<file path="src/design/stt_pkg.sv">
package stt_pkg;

    localparam int OFFSET_BITS = 32;
    localparam int TOKEN_BITS  = 32;

    localparam int BYTE_W      = 8;
    localparam int KIND_W      = 3;
    localparam int S_TDATA_W   = 8;
    localparam int M_TDATA_W   = 72;
    localparam int M_PAD_W     = M_TDATA_W - KIND_W - 2 * TOKEN_BITS;

    localparam int FIFO_DEPTH  = 4;
    localparam int FIFO_PTR_W  = $clog2(FIFO_DEPTH);
    localparam int FIFO_CNT_W  = $clog2(FIFO_DEPTH + 1);

    localparam logic [KIND_W-1:0] KIND_LITERAL = 3'd0;
    localparam logic [KIND_W-1:0] KIND_STRING  = 3'd1;
    localparam logic [KIND_W-1:0] KIND_LBEGIN  = 3'd2;
    localparam logic [KIND_W-1:0] KIND_LEND    = 3'd3;
    localparam logic [KIND_W-1:0] KIND_END     = 3'd4;
    localparam logic [KIND_W-1:0] KIND_UNTERM  = 3'd5;

    localparam logic [BYTE_W-1:0] CHAR_LBRACKET = 8'h5B;
    localparam logic [BYTE_W-1:0] CHAR_RBRACKET = 8'h5D;
    localparam logic [BYTE_W-1:0] CHAR_COMMA    = 8'h2C;
    localparam logic [BYTE_W-1:0] CHAR_HASH     = 8'h23;
    localparam logic [BYTE_W-1:0] CHAR_QUOTE    = 8'h22;
    localparam logic [BYTE_W-1:0] CHAR_NEWLINE  = 8'h0A;
    localparam logic [BYTE_W-1:0] CHAR_TAB      = 8'h09;
    localparam logic [BYTE_W-1:0] CHAR_CR       = 8'h0D;
    localparam logic [BYTE_W-1:0] CHAR_SPACE    = 8'h20;

    typedef struct packed {
        logic [KIND_W-1:0]     kind;
        logic [TOKEN_BITS-1:0] start;
        logic [TOKEN_BITS-1:0] length;
        logic                  last;
    } token_t;

    typedef struct packed {
        logic [1:0] count;
        token_t     tok1;
        token_t     tok0;
    } scan_result_t;

endpackage

</file>
<file path="src/design/stt_scanner.sv">
module stt_scanner
(
    input  logic                           clk,
    input  logic                           rst_n,
    input  logic                           accept,
    input  logic [stt_pkg::BYTE_W-1:0]     text_byte,
    input  logic                           end_of_text,
    output stt_pkg::scan_result_t          result
);
    import stt_pkg::*;

    localparam logic [1:0] MODE_IDLE    = 2'd0;
    localparam logic [1:0] MODE_COMMENT = 2'd1;
    localparam logic [1:0] MODE_STRING  = 2'd2;
    localparam logic [1:0] MODE_LITERAL = 2'd3;

    localparam logic [OFFSET_BITS-1:0] OFFSET_MAX = {OFFSET_BITS{1'b1}};

    logic [1:0]             mode_reg;
    logic [1:0]             mode_next;
    logic [OFFSET_BITS-1:0] pos_reg;
    logic [OFFSET_BITS-1:0] pos_next;
    logic [OFFSET_BITS-1:0] origin_reg;
    logic [OFFSET_BITS-1:0] origin_next;

    logic                   is_space;
    logic                   ends_literal;
    logic [OFFSET_BITS-1:0] pos_inc;
    logic [OFFSET_BITS-1:0] span_len;
    logic                   open_en;
    logic                   bracket_hit;
    token_t                 bracket_tok;
    token_t                 tok0;
    token_t                 tok1;
    logic [1:0]             n;

    function automatic token_t make_token(input logic [KIND_W-1:0] kind,
                                          input logic [OFFSET_BITS-1:0] start,
                                          input logic [OFFSET_BITS-1:0] len);
        logic [63:0] s64;
        logic [63:0] l64;
        token_t      t;
        s64      = 64'(start);
        l64      = 64'(len);
        t.kind   = kind;
        t.start  = s64[TOKEN_BITS-1:0];
        t.length = l64[TOKEN_BITS-1:0];
        t.last   = 1'b0;
        return t;
    endfunction

    assign is_space = (text_byte == CHAR_SPACE) || (text_byte == CHAR_TAB)
                   || (text_byte == CHAR_CR) || (text_byte == CHAR_NEWLINE);

    assign ends_literal = is_space || (text_byte == CHAR_LBRACKET)
                       || (text_byte == CHAR_RBRACKET) || (text_byte == CHAR_COMMA)
                       || (text_byte == CHAR_HASH) || (text_byte == CHAR_QUOTE);

    assign pos_inc  = (pos_reg == OFFSET_MAX) ? pos_reg : pos_reg + 1'b1;
    assign span_len = (pos_reg >= origin_reg) ? pos_reg - origin_reg : '0;

    assign bracket_hit = (text_byte == CHAR_LBRACKET) || (text_byte == CHAR_RBRACKET);
    assign bracket_tok = make_token((text_byte == CHAR_LBRACKET) ? KIND_LBEGIN : KIND_LEND,
                                    pos_reg, OFFSET_BITS'(1));

    always_comb
    begin
        mode_next   = mode_reg;
        pos_next    = pos_reg;
        origin_next = origin_reg;
        tok0        = '0;
        tok1        = '0;
        n           = 2'd0;
        open_en     = 1'b0;

        if (end_of_text)
        begin
            if (mode_reg == MODE_LITERAL)
            begin
                tok0 = make_token(KIND_LITERAL, origin_reg, span_len);
                tok1 = make_token(KIND_END, pos_reg, '0);
                n    = 2'd2;
            end
            else if (mode_reg == MODE_STRING)
            begin
                tok0 = make_token(KIND_UNTERM, origin_reg, '0);
                n    = 2'd1;
            end
            else
            begin
                tok0 = make_token(KIND_END, pos_reg, '0);
                n    = 2'd1;
            end
            mode_next   = MODE_IDLE;
            pos_next    = '0;
            origin_next = '0;
        end
        else
        begin
            pos_next = pos_inc;
            unique case (mode_reg)
                MODE_COMMENT:
                begin
                    if (text_byte == CHAR_NEWLINE)
                    begin
                        mode_next = MODE_IDLE;
                    end
                end
                MODE_STRING:
                begin
                    if (text_byte == CHAR_QUOTE)
                    begin
                        tok0      = make_token(KIND_STRING, origin_reg, span_len);
                        n         = 2'd1;
                        mode_next = MODE_IDLE;
                    end
                end
                MODE_LITERAL:
                begin
                    if (ends_literal)
                    begin
                        tok0      = make_token(KIND_LITERAL, origin_reg, span_len);
                        n         = 2'd1;
                        mode_next = MODE_IDLE;
                        open_en   = 1'b1;
                    end
                end
                default:
                begin
                    open_en = 1'b1;
                end
            endcase

            // The byte that closed a literal may itself open the next token.
            if (open_en && !is_space)
            begin
                if (text_byte == CHAR_HASH)
                begin
                    mode_next = MODE_COMMENT;
                end
                else if (text_byte == CHAR_QUOTE)
                begin
                    mode_next   = MODE_STRING;
                    origin_next = pos_inc;
                end
                else if (bracket_hit)
                begin
                    if (n == 2'd0)
                    begin
                        tok0 = bracket_tok;
                    end
                    else
                    begin
                        tok1 = bracket_tok;
                    end
                    n = n + 2'd1;
                end
                else
                begin
                    mode_next   = MODE_LITERAL;
                    origin_next = pos_reg;
                end
            end
        end

        if (n == 2'd1)
        begin
            tok0.last = 1'b1;
        end
        if (n == 2'd2)
        begin
            tok1.last = 1'b1;
        end
    end

    assign result.count = n;
    assign result.tok0  = tok0;
    assign result.tok1  = tok1;

    always_ff @(posedge clk or negedge rst_n)
    begin
        if (!rst_n)
        begin
            mode_reg   <= MODE_IDLE;
            pos_reg    <= '0;
            origin_reg <= '0;
        end
        else if (accept)
        begin
            mode_reg   <= mode_next;
            pos_reg    <= pos_next;
            origin_reg <= origin_next;
        end
    end

endmodule

</file>
<file path="src/design/stt_out_queue.sv">
module stt_out_queue
(
    input  logic                  clk,
    input  logic                  rst_n,
    input  logic                  push,
    input  stt_pkg::scan_result_t result,
    output logic                  space_ok,
    output logic                  out_valid,
    input  logic                  out_ready,
    output stt_pkg::token_t       head
);
    import stt_pkg::*;

    token_t                mem [FIFO_DEPTH];
    logic [FIFO_PTR_W-1:0] wr_ptr_reg;
    logic [FIFO_PTR_W-1:0] wr_ptr_next;
    logic [FIFO_PTR_W-1:0] rd_ptr_reg;
    logic [FIFO_PTR_W-1:0] rd_ptr_next;
    logic [FIFO_CNT_W-1:0] count_reg;
    logic [FIFO_CNT_W-1:0] count_next;
    logic [1:0]            push_n;
    logic                  pop;

    assign push_n    = push ? result.count : 2'd0;
    assign out_valid = (count_reg != '0);
    assign pop       = out_valid && out_ready;
    assign space_ok  = (count_reg <= FIFO_CNT_W'(FIFO_DEPTH - 2));
    assign head      = mem[rd_ptr_reg];

    assign wr_ptr_next = wr_ptr_reg + FIFO_PTR_W'(push_n);
    assign rd_ptr_next = rd_ptr_reg + FIFO_PTR_W'(pop);
    assign count_next  = count_reg + FIFO_CNT_W'(push_n) - FIFO_CNT_W'(pop);

    always_ff @(posedge clk)
    begin
        if (push_n != 2'd0)
        begin
            mem[wr_ptr_reg] <= result.tok0;
        end
        if (push_n == 2'd2)
        begin
            mem[wr_ptr_reg + FIFO_PTR_W'(1)] <= result.tok1;
        end
    end

    always_ff @(posedge clk or negedge rst_n)
    begin
        if (!rst_n)
        begin
            wr_ptr_reg <= '0;
            rd_ptr_reg <= '0;
            count_reg  <= '0;
        end
        else
        begin
            wr_ptr_reg <= wr_ptr_next;
            rd_ptr_reg <= rd_ptr_next;
            count_reg  <= count_next;
        end
    end

endmodule

</file>
<file path="src/design/scene_text_tokenizer_top.sv">
// Scene text tokenizer.
// The slave stream carries one text byte per transfer in s_tdata; a transfer
// with s_tlast high is the end-of-text mark and its data is ignored. The
// master stream carries one token per transfer: kind, start offset and length
// in m_tdata, and m_tlast high on the final token caused by one input transfer.
// Each accepted byte is scanned in the cycle it is taken, and its tokens are
// written to a four-entry output queue, so a token can reach the master side
// in the cycle after the byte that caused it, at the earliest. One byte is taken
// every cycle while the queue has room for two tokens. A byte that closes a
// literal with a bracket, and an end mark inside a literal, give two tokens,
// which leave as two transfers. When the receiver stalls, the queue fills and
// s_tready drops until at least two entries are free again.
// Reset clears the scan mode, the byte offset, the token origin and the queue;
// after an end mark the scanner returns to the same state for the next text.
module scene_text_tokenizer_top
(
    input  logic                            clk,
    input  logic                            rst_n,
    input  logic                            s_tvalid,
    output logic                            s_tready,
    input  logic [stt_pkg::S_TDATA_W-1:0]   s_tdata,  // text_byte
    input  logic                            s_tlast,  // end_of_text
    output logic                            m_tvalid,
    input  logic                            m_tready,
    output logic [stt_pkg::M_TDATA_W-1:0]   m_tdata,  // token_kind, token_start, token_length
    output logic                            m_tlast   // last_result
);
    import stt_pkg::*;

    logic         accept;
    logic         space_ok;
    scan_result_t result;
    token_t       head;

    assign s_tready = space_ok;
    assign accept   = s_tvalid && s_tready;

    stt_scanner u_scanner
    (
        .clk         (clk),
        .rst_n       (rst_n),
        .accept      (accept),
        .text_byte   (s_tdata[BYTE_W-1:0]),
        .end_of_text (s_tlast),
        .result      (result)
    );

    stt_out_queue u_out_queue
    (
        .clk       (clk),
        .rst_n     (rst_n),
        .push      (accept),
        .result    (result),
        .space_ok  (space_ok),
        .out_valid (m_tvalid),
        .out_ready (m_tready),
        .head      (head)
    );

    assign m_tdata = {{M_PAD_W{1'b0}}, head.length, head.start, head.kind};
    assign m_tlast = head.last;

endmodule

</file>
<file path="config.mk">
export PLATFORM = sky130hd
export DESIGN_NAME = scene_text_tokenizer_top
export DESIGN_NICKNAME = d
export VERILOG_FILES = /design/src/design/stt_pkg.sv /design/src/design/stt_scanner.sv /design/src/design/stt_out_queue.sv /design/src/design/scene_text_tokenizer_top.sv
export SDC_FILE = /design/constraint.sdc
export NUM_CORES = 1
export LEC_CHECK = 0
export BUFFER_PORTS_ARGS = -buffer_cell sky130_fd_sc_hd__buf_2
export CORE_MARGIN = 4
export CORE_UTILIZATION = 30
export CTS_BUF_LIST = sky130_fd_sc_hd__clkbuf_2 sky130_fd_sc_hd__clkbuf_4 sky130_fd_sc_hd__clkbuf_8
export CTS_CLUSTER_DIAMETER = 30
export DETAILED_ROUTE_END_ITERATION = 6
export PLACE_DENSITY = 0.45
export SKIP_LAST_GASP = 1
export SLEW_MARGIN = 20
export SYNTH_ARGS = -nofsm -noshare
export SYNTH_HDL_FRONTEND = slang
export SYNTH_HIERARCHICAL = 1
export SYNTH_SLANG_ARGS = --single-unit
</file>
<file path="constraint.sdc">
create_clock -name clk -period 12.1 [get_ports clk]
set_input_delay 2.42 -clock clk [delete_from_list [all_inputs] [get_ports clk]]
set_output_delay 2.42 -clock clk [all_outputs]
set_load 0.02 [all_outputs]
</file>
Word-level counts from Yosys, hierarchy flattened
Memory sizes are Yosys's and may differ from the RTL's.
Cells that the tools add are included.

operators by class
  add/sub/neg operators = 8
  order comparisons = 2
  equality and inequality tests = 18
  mux-type cells = 56
  reduce and logical (&&, ||, !) cells = 19

operator list
  operator                 count
  $mux W68                 14
  $mux W32                 8
  $pmux W68 S2             1
  $mux W66                 2
  $mux W65                 1
  $add A32 B1 Y32 const B  1
  $eq A32 B32 Y1 const B   1
  $eq A8 B6 Y1 const B     4
  $ge A32 B32 Y1           1
  $mux W2                  16
  $sub A32 B32 Y32         1
  $eq A8 B4 Y1 const B     3
  $eq A8 B7 Y1 const B     2
  $mux W1                  11
  $logic_or A1 B1 Y1       9
  $eq A2 B2 Y1 const B     4
  $pmux W2 S3              1
  $add A2 B1 Y2 const B    2
  $eq A2 B1 Y1 const B     2
  $pmux W2 S2              1
  $reduce_and A4 Y1        1
  $reduce_bool A2 Y1       2
  $add A3 B2 Y3            1
  $le A3 B2 Y1 const B     1
  other kinds (11)         13

word-level totals
  flip-flop bits (word level) = 73
  memory bits (writable) = 272
  output and inout bits = 75
  memories = 1

memory list
  memory           depth  bits a word  read ports  clocked after Yosys merged registers in  write ports  RTL line             RTL
  u_out_queue.mem  4      68           1           0                                        2            stt_out_queue.sv:14  token_t mem [FIFO_DEPTH];

Depth between registers and ports, before layout
Gate-level depths: netlist of run 1.

  depth in word-level cells = 22
  gate-level depth with buffers = 19

Modules after synthesis
The synthesis of run 1 kept the hierarchy.

by module, submodules not included
  module                    times used  cells each  area each (um^2)
  stt_out_queue             1           704         13558.0
  stt_scanner               1           980         7133.1
  scene_text_tokenizer_top  1           7           47.5

Worst setup path before layout of run 1
No wires, ideal clock.

  path kind = input to register
  start point = input port s_tdata[4] (netlist bit)
  end point = memory u_out_queue/mem[1][0] (netlist bit), enable pin
  library setup time = 0.494 ns
  arrival = 7.743 ns
  slack = 3.863 ns
  stages on the path = 16
  cell sequence = nor3_1 and4b_1 and2_1 buf_2 nand2_1 nand2_1 clkbuf_1 inv_1 ha_1 nand2_1 o21ai_0 o21bai_1 clkbuf_1 mux2_2 nand2_1 nor2_1

RTL lines
  element          RTL line                        RTL
  start, declared  scene_text_tokenizer_top.sv:21  input logic [stt_pkg::S_TDATA_W-1:0] s_tdata,
  end, declared    stt_out_queue.sv:14

==> results_dict.tcl, run 1 <==
set metrics [dict create \
    reg2regPathDepth 12 \
    tightest_slew_ns 0.960 \
    largest_register_ffs 272 \
    slowest_stage "o21bai_1" \
    finClkSkew_ns 0.0373 \
    status "completed" \
    grt-ovfl-total 0 \
    core_area_um2 68600 \
    synth_edf_count 272 \
    postCtsHoldBufs 0 \
    clkTransAtPathRegs_ns 0.05 \
    fin_hold_ws_ns 0.511 \
    design.die.area_um2 73400 \
    cts_buffers 97 \
    ant_nets 0 \
    drt_wl_total_um 61100 \
    layout_commonest_cell "edfxtp_1" \
    ys_seq_elements 345 \
    post-route-period-util 0.611 \
    reg2reg_setup_slack_ns 7.00 \
    drc 0 \
    hold_viol 0 \
    ir_worst_vdd_uv 155 \
    synthFlopType "edfxtp_1" \
    yosys_warnings 6 \
    grt_pass1_vias 14800 \
    fin_crit_ns 7.39 \
    track_usage 0.165 \
    cp_num_buf_inv 3 \
    synth_top_area_cell "edfxtp_1" \
    via_per_inst 5.06 \
    max_cap_violations 0 \
    ctsResizeCount 0 \
    antenna_found_initial 1 \
    cpPeakStageDelay_ns 0.77 \
    setup_viol 0 \
    path_common_cell "nand2_1" \
    dieWidth_um 271 \
    path_delay_family "simple AND/OR/NAND/NOR gates" \
    max_freq_ghz 0.135 \
    relSlewSlack 0.359 \
    ctsHtreeMaxLevel 3 \
    ys_seq_area_frac 0.482 \
    slew_violations 0 \
    grt_pass1_wl_um 93400 \
    async_reset_ff_frac 0.212 \
    synth_top_area_frac 0.394 \
    placed_area_um2 21800 \
    yosys-top-cells-area "edfxtp_1 (39%), mux2_2 (14%), dfrtp_1 (8.8%), mux4_2 (7.4%), ha_1 (2.5%)" \
    firstDrtPassIters 7 \
    worstPathRequired_ns 12.38 \
    worst-path-max-fanout 43 \
    tns_ns 0 \
    start_util 0.302 \
    cts_tree "yes" \
    place.gp.congestion 0.892 \
    drt-wirelength-per-cell_um 21.9 \
    clockBufferDepth 3 \
    critical_path_depth 15 \
    powerDensity_nw_per_um2 203 \
    synth_area_um2 20700 \
    path_class "in2reg" \
    cp.arrival_ns 7.66 \
    cts.sinks 345 \
    synth.distinct_cells 77 \
    path_cells "buf_2 > nor3_1 > and4b_1 > and2_1 > nand2_1 > nand2_1 > inv_1 > ha_1 > nand2_1 > o21ai_0 > o21bai_1 > mux2_2 > nand2_1 > nor2_4 > buf_4" \
    avgSynthCellArea_um2 12.3 \
    hold_depth 2 \
    grt_max_degree 66 \
    io_pins 88 \
    power.leakage_uw 0.00902 \
    core.rowCount 96 \
    final_cell_mix "edfxtp_1 (272), mux2_2 (253), nand2_1 (139)" \
    cp-start-kind "input pin" \
    cts_setup_buffers 0 \
    hp-class "reg2reg" \
    cts_root_buf "clkbuf_8" \
    syn2layout_area_growth_pct 15.2 \
    die_h_um 271 \
    setup.worst_path.end_class "flip-flop" \
    dp_hpwl_um 39500 \
    vias 14100 \
    synthCells 1691 \
    drive_gt1_frac 0.348 \
    port_buffers 82 \
    grt_setup_unrepaired "false" \
    final_area_um2 23900 \
    nNetsFinal 1834 \
    dr.first_iter.drc_count 1028 \
    worstSkewPairLatency_ns 0.68 \
]
==> Yosys cell counts, drive strengths merged, types with 24 or more instances <==
cell	n
mux4	68
o31ai	36
dfrtp	73
mux2	273
nor2b	31
ha	42
xnor2	43
inv	59
o21ai	93
a22o	29
nand2	140
nor2	100
edfxtp	272
a21oi	46
xor2	24
buf	110
clkbuf	41
==> cell families (layout without fill, tap and decap cells) <==
logic type / count (synthesis) / after routing / synth area share
xor gates and xnor gates: 67 / 67 / 0.0283
and+or+nand+nor: 401 / 401 / 0.0963
buffers and inverters: 211 / 343 / 0.0522
other: 2 / 38 / 0.000362
DFF: 345 / 345 / 0.482
AOI/OAI and AO/OA: 280 / 280 / 0.0879
adders and majority gates: 44 / 44 / 0.0273
muxes: 341 / 341 / 0.226
==> metrics by stage <==
step | setup slack, ns | cells | power [µW] | utilization
final | 4.71 | 2790 | 4860 | 0.348
after floorplan | 3.86 | 1725 | 2700 | -
after detailed placement | 4.00 | 2609 | 3290 | 0.318
after CTS | 4.70 | 2788 | 4950 | 0.348
after global placement | 4.04 | 2609 | 3280 | 0.318
after global routing | 4.22 | 2789 | 5140 | 0.348
==> routing by layer <==
metal  global-route usage  wire, µm
met1                0.221     27600
met2                0.274     29600
met3               0.0276      2770
met4               0.0508      1240
met5                    0         0
==> worst min-delay path, stage by stage, from the launching register on <==
cell     delay (ns)
dfrtp_1        0.36
nand2_1        0.06
o31ai_1        0.06
==> worst paths after layout <==
path,from,endpoint
hold / removal,u_scanner/origin_reg[18],u_scanner/origin_reg[18]
setup / recovery,s_tdata[4],u_out_queue/mem[1][39]
hold reg to reg,u_scanner/origin_reg[18],u_scanner/origin_reg[18]
setup reg to reg,u_scanner/mode_reg[0],u_out_queue/mem[1][39]
min in group asynchronous,rst_n,u_out_queue/count_reg[1]
max in group asynchronous,rst_n,u_scanner/origin_reg[9]
==> cell type report <==
class	instances	area, µm²
fillers	6853	44700
flip-flops and latches	345	10000
multi-input cells	1169	9870
clock buffers	119	1530
well taps	931	1160
repair buffers	104	578
clock inverters	60	527
inverters	60	225
diodes	2	5.00
==> power breakdown <==
part | total, µW | switching, µW | leakage [µW] | internal [µW]
combinational | 1710 | 1050 | 0.00442 | 662
clock | 1620 | 618 | 0.00108 | 1010
sequential | 1530 | 112 | 0.00352 | 1410
total | 4860 | 1780 | 0.00902 | 3080
Power figures use the tool's default switching activity.
==> run 2, diff against run 1 <==
--- a/config.mk
+++ b/config.mk
@@ -11,7 +11,7 @@
 export CTS_BUF_LIST = sky130_fd_sc_hd__clkbuf_2 sky130_fd_sc_hd__clkbuf_4 sky130_fd_sc_hd__clkbuf_8
 export CTS_CLUSTER_DIAMETER = 30
 export DETAILED_ROUTE_END_ITERATION = 6
-export PLACE_DENSITY = 0.45
+export PLACE_DENSITY = 0.46
 export SKIP_LAST_GASP = 1
 export SLEW_MARGIN = 20
 export SYNTH_ARGS = -nofsm -noshare
==> constraint.sdc (replaced) <==
create_clock -name clk -period 6.12 [get_ports clk]
set_input_delay 1.224 -clock clk [delete_from_list [all_inputs] [get_ports clk]]
set_output_delay 1.224 -clock clk [all_outputs]
set_load 0.02 [all_outputs]
==> run 2 against run 1 <==
  * Combinational power grew 100%
  * Count of clock-buffer cells in the layout fell by 2
  * Global-route usage is 0.23 points higher
  * Critical path depth down 1
  * Largest cell class unchanged
  * Highest routed layer unchanged
==> results_dict.tcl, run 2 (synthesis results as in run 1) <==
set metrics [dict create \
    ctsHtreeMaxLevel 3 \
    final_area_um2 24200 \
    grt_max_degree 74 \
    setup_viol 0 \
    fin_ws_ns 1.40 \
    nNetsFinal 1839 \
    track_usage 0.167 \
    grt_setup_unrepaired "false" \
    grt_pass1_wl_um 94500 \
    ant_nets 0 \
    worstSkewPairLatency_ns 0.70 \
    setup.worst_path.end_class "flip-flop" \
    p_comb_frac 0.344 \
    core.rowCount 96 \
    p_seq_frac 0.305 \
    reg2regPathDepth 10 \
    final_cell_mix "edfxtp_1 (272), mux2_2 (253), nand2_1 (139)" \
    cp-start-kind "input pin" \
    ir_worst_vdd_uv 244 \
    start_util 0.302 \
    syn2layout_area_growth_pct 16.9 \
    postCtsHoldBufs 0 \
    firstDrtPassIters 7 \
    design.die.area_um2 73400 \
    finClkSkew_ns 0.0406 \
    relSlewSlack 0.360 \
    cp.arrival_ns 5.13 \
    io_pins 88 \
    fill_cells 6758 \
    cts.sinks 345 \
    switching_power_uw 3580 \
    core_area_um2 68600 \
    grt-ovfl-total 0 \
    worstHoldStart "u_scanner/origin_reg[13]" \
    antenna_found_initial 1 \
    cts_root_buf "clkbuf_8" \
    fin_hold_ws_ns 0.505 \
    power.internal_uw 6400 \
    fin_cells 2793 \
    switching_share 0.359 \
    largest_register_ffs 272 \
    cts_setup_buffers 0 \
    via_per_inst 5.08 \
    clockBufferDepth 3 \
    cts_tree "yes" \
    drt_wl_total_um 62200 \
    dp_hpwl_um 39900 \
    ctsResizeCount 0 \
    vias 14200 \
    drive_gt1_frac 0.350 \
    die_h_um 271 \
    place.gp.congestion 0.903 \
    dr.first_iter.drc_count 924 \
    hp-class "reg2reg" \
    reg2reg_to "u_out_queue/mem[3][26]" \
    drt-wirelength-per-cell_um 22.3 \
    hold_viol 0 \
    power.leakage_uw 0.00915 \
    worstHoldEndpoint "u_scanner/origin_reg[13]" \
    pwr-share-clk 0.350 \
    path_class "in2reg" \
    slew_violations 0 \
    max_freq_ghz 0.212 \
    pre_cts_slack_ns 0.745 \
    status "completed" \
    cts_buffers 95 \
    drc 0 \
    tightest_slew_ns 0.956 \
    power_uw 9980 \
    post-route-period-util 0.771 \
    port_buffers 82 \
    grt_pass1_vias 15100 \
    worstReg2RegStart "u_scanner/pos_reg[7]" \
    hold_depth 2 \
    fin_crit_ns 4.72 \
    max_cap_violations 0 \
    powerDensity_nw_per_um2 412 \
    clkTransAtPathRegs_ns 0.05 \
    placed_cells 2616 \
    reg2reg_setup_slack_ns 2.16 \
    dieWidth_um 271 \
    layout_commonest_cell "edfxtp_1" \
    placed_area_um2 22000 \
    worstPathRequired_ns 6.53 \
    worst-path-max-fanout 46 \
]
==> run 2: cell types whose count changed in the layout (fill, tap and decap cells not counted), sizes merged <==
| cell | previous run | this run |
|---|---|---|
| bufinv | 8 | 15 |
| clkbuf | 119 | 117 |
| inv | 60 | 62 |
| clkinvlp | 7 | 8 |
| diode | 2 | 1 |
| buf | 104 | 111 |
| clkinv | 45 | 34 |
==> run 2: power by group through the flow <==
stage          registers [µW]  clock network, µW  logic [µW]
6_report                 3050               3490        3440
5_1_grt                  3080               3720        3710
4_1_cts                  3060               3590        3500
3_5_place_dp             3100                  0        3480
3_3_place_gp             3100                  0        3500
2_1_floorplan            2910                  0        2430
==> run 2: through the flow <==
stage	setup TNS, ns	utilization
5_1_grt	0	0.353
4_1_cts	0	0.353
3_3_place_gp	0	0.321
3_5_place_dp	0	0.321
2_1_floorplan	-125.28	-
6_report	0	0.353
==> run 2: routing by layer <==
layer	share of wire	wire length, µm	global-route usage	vias up
met3	0.042	2620	0.0280	107
li1	-	-	-	6489
met2	0.49	30200	0.278	364
met5	0	0	0	-
met1	0.44	27600	0.218	7228
met4	0.029	1780	0.0651	0
==> run 2: final cells by class <==
type	instances	area [µm²]	share of cell area
multi-input combinational	1169	9870	0.407
antenna	1	2.50	0.000103
timing repair buffer	111	785	0.0324
tap	931	1160	0.0480
clock inverter	59	696	0.0287
sequential	345	10000	0.413
clock buffer	117	1500	0.0620
inverter	60	225	0.00929
==> run 2: worst max-delay path, stage by stage <==
cell and delay (ns):
buf_2 0.11, nor3_1 0.33, and4b_1 0.37, and2_1 0.55
nand2_1 0.15, nand2_1 0.12, buf_4 0.21, ha_1 0.19
nand2_1 0.09, nand2_1 0.19, nand2_2 0.17, or4_4 0.72
buf_12 0.30, mux2_2 0.32
==> run 2: worst max-delay path by stage <==
stage | from | to | slack (ns) | cells after the start
global route | s_tdata[4] | u_out_queue/mem[3][31] | 1.18 | 14
detailed placement | s_tdata[4] | u_out_queue/mem[3][13] | 0.74 | 15
CTS | s_tdata[4] | u_out_queue/mem[3][24] | 1.48 | 15
floorplan | s_tdata[4] | u_out_queue/mem[1][0] | -0.92 | 16
global placement | s_tdata[4] | u_out_queue/mem[3][40] | 0.80 | 15
finish | s_tdata[4] | u_out_queue/mem[3][24] | 1.40 | 14
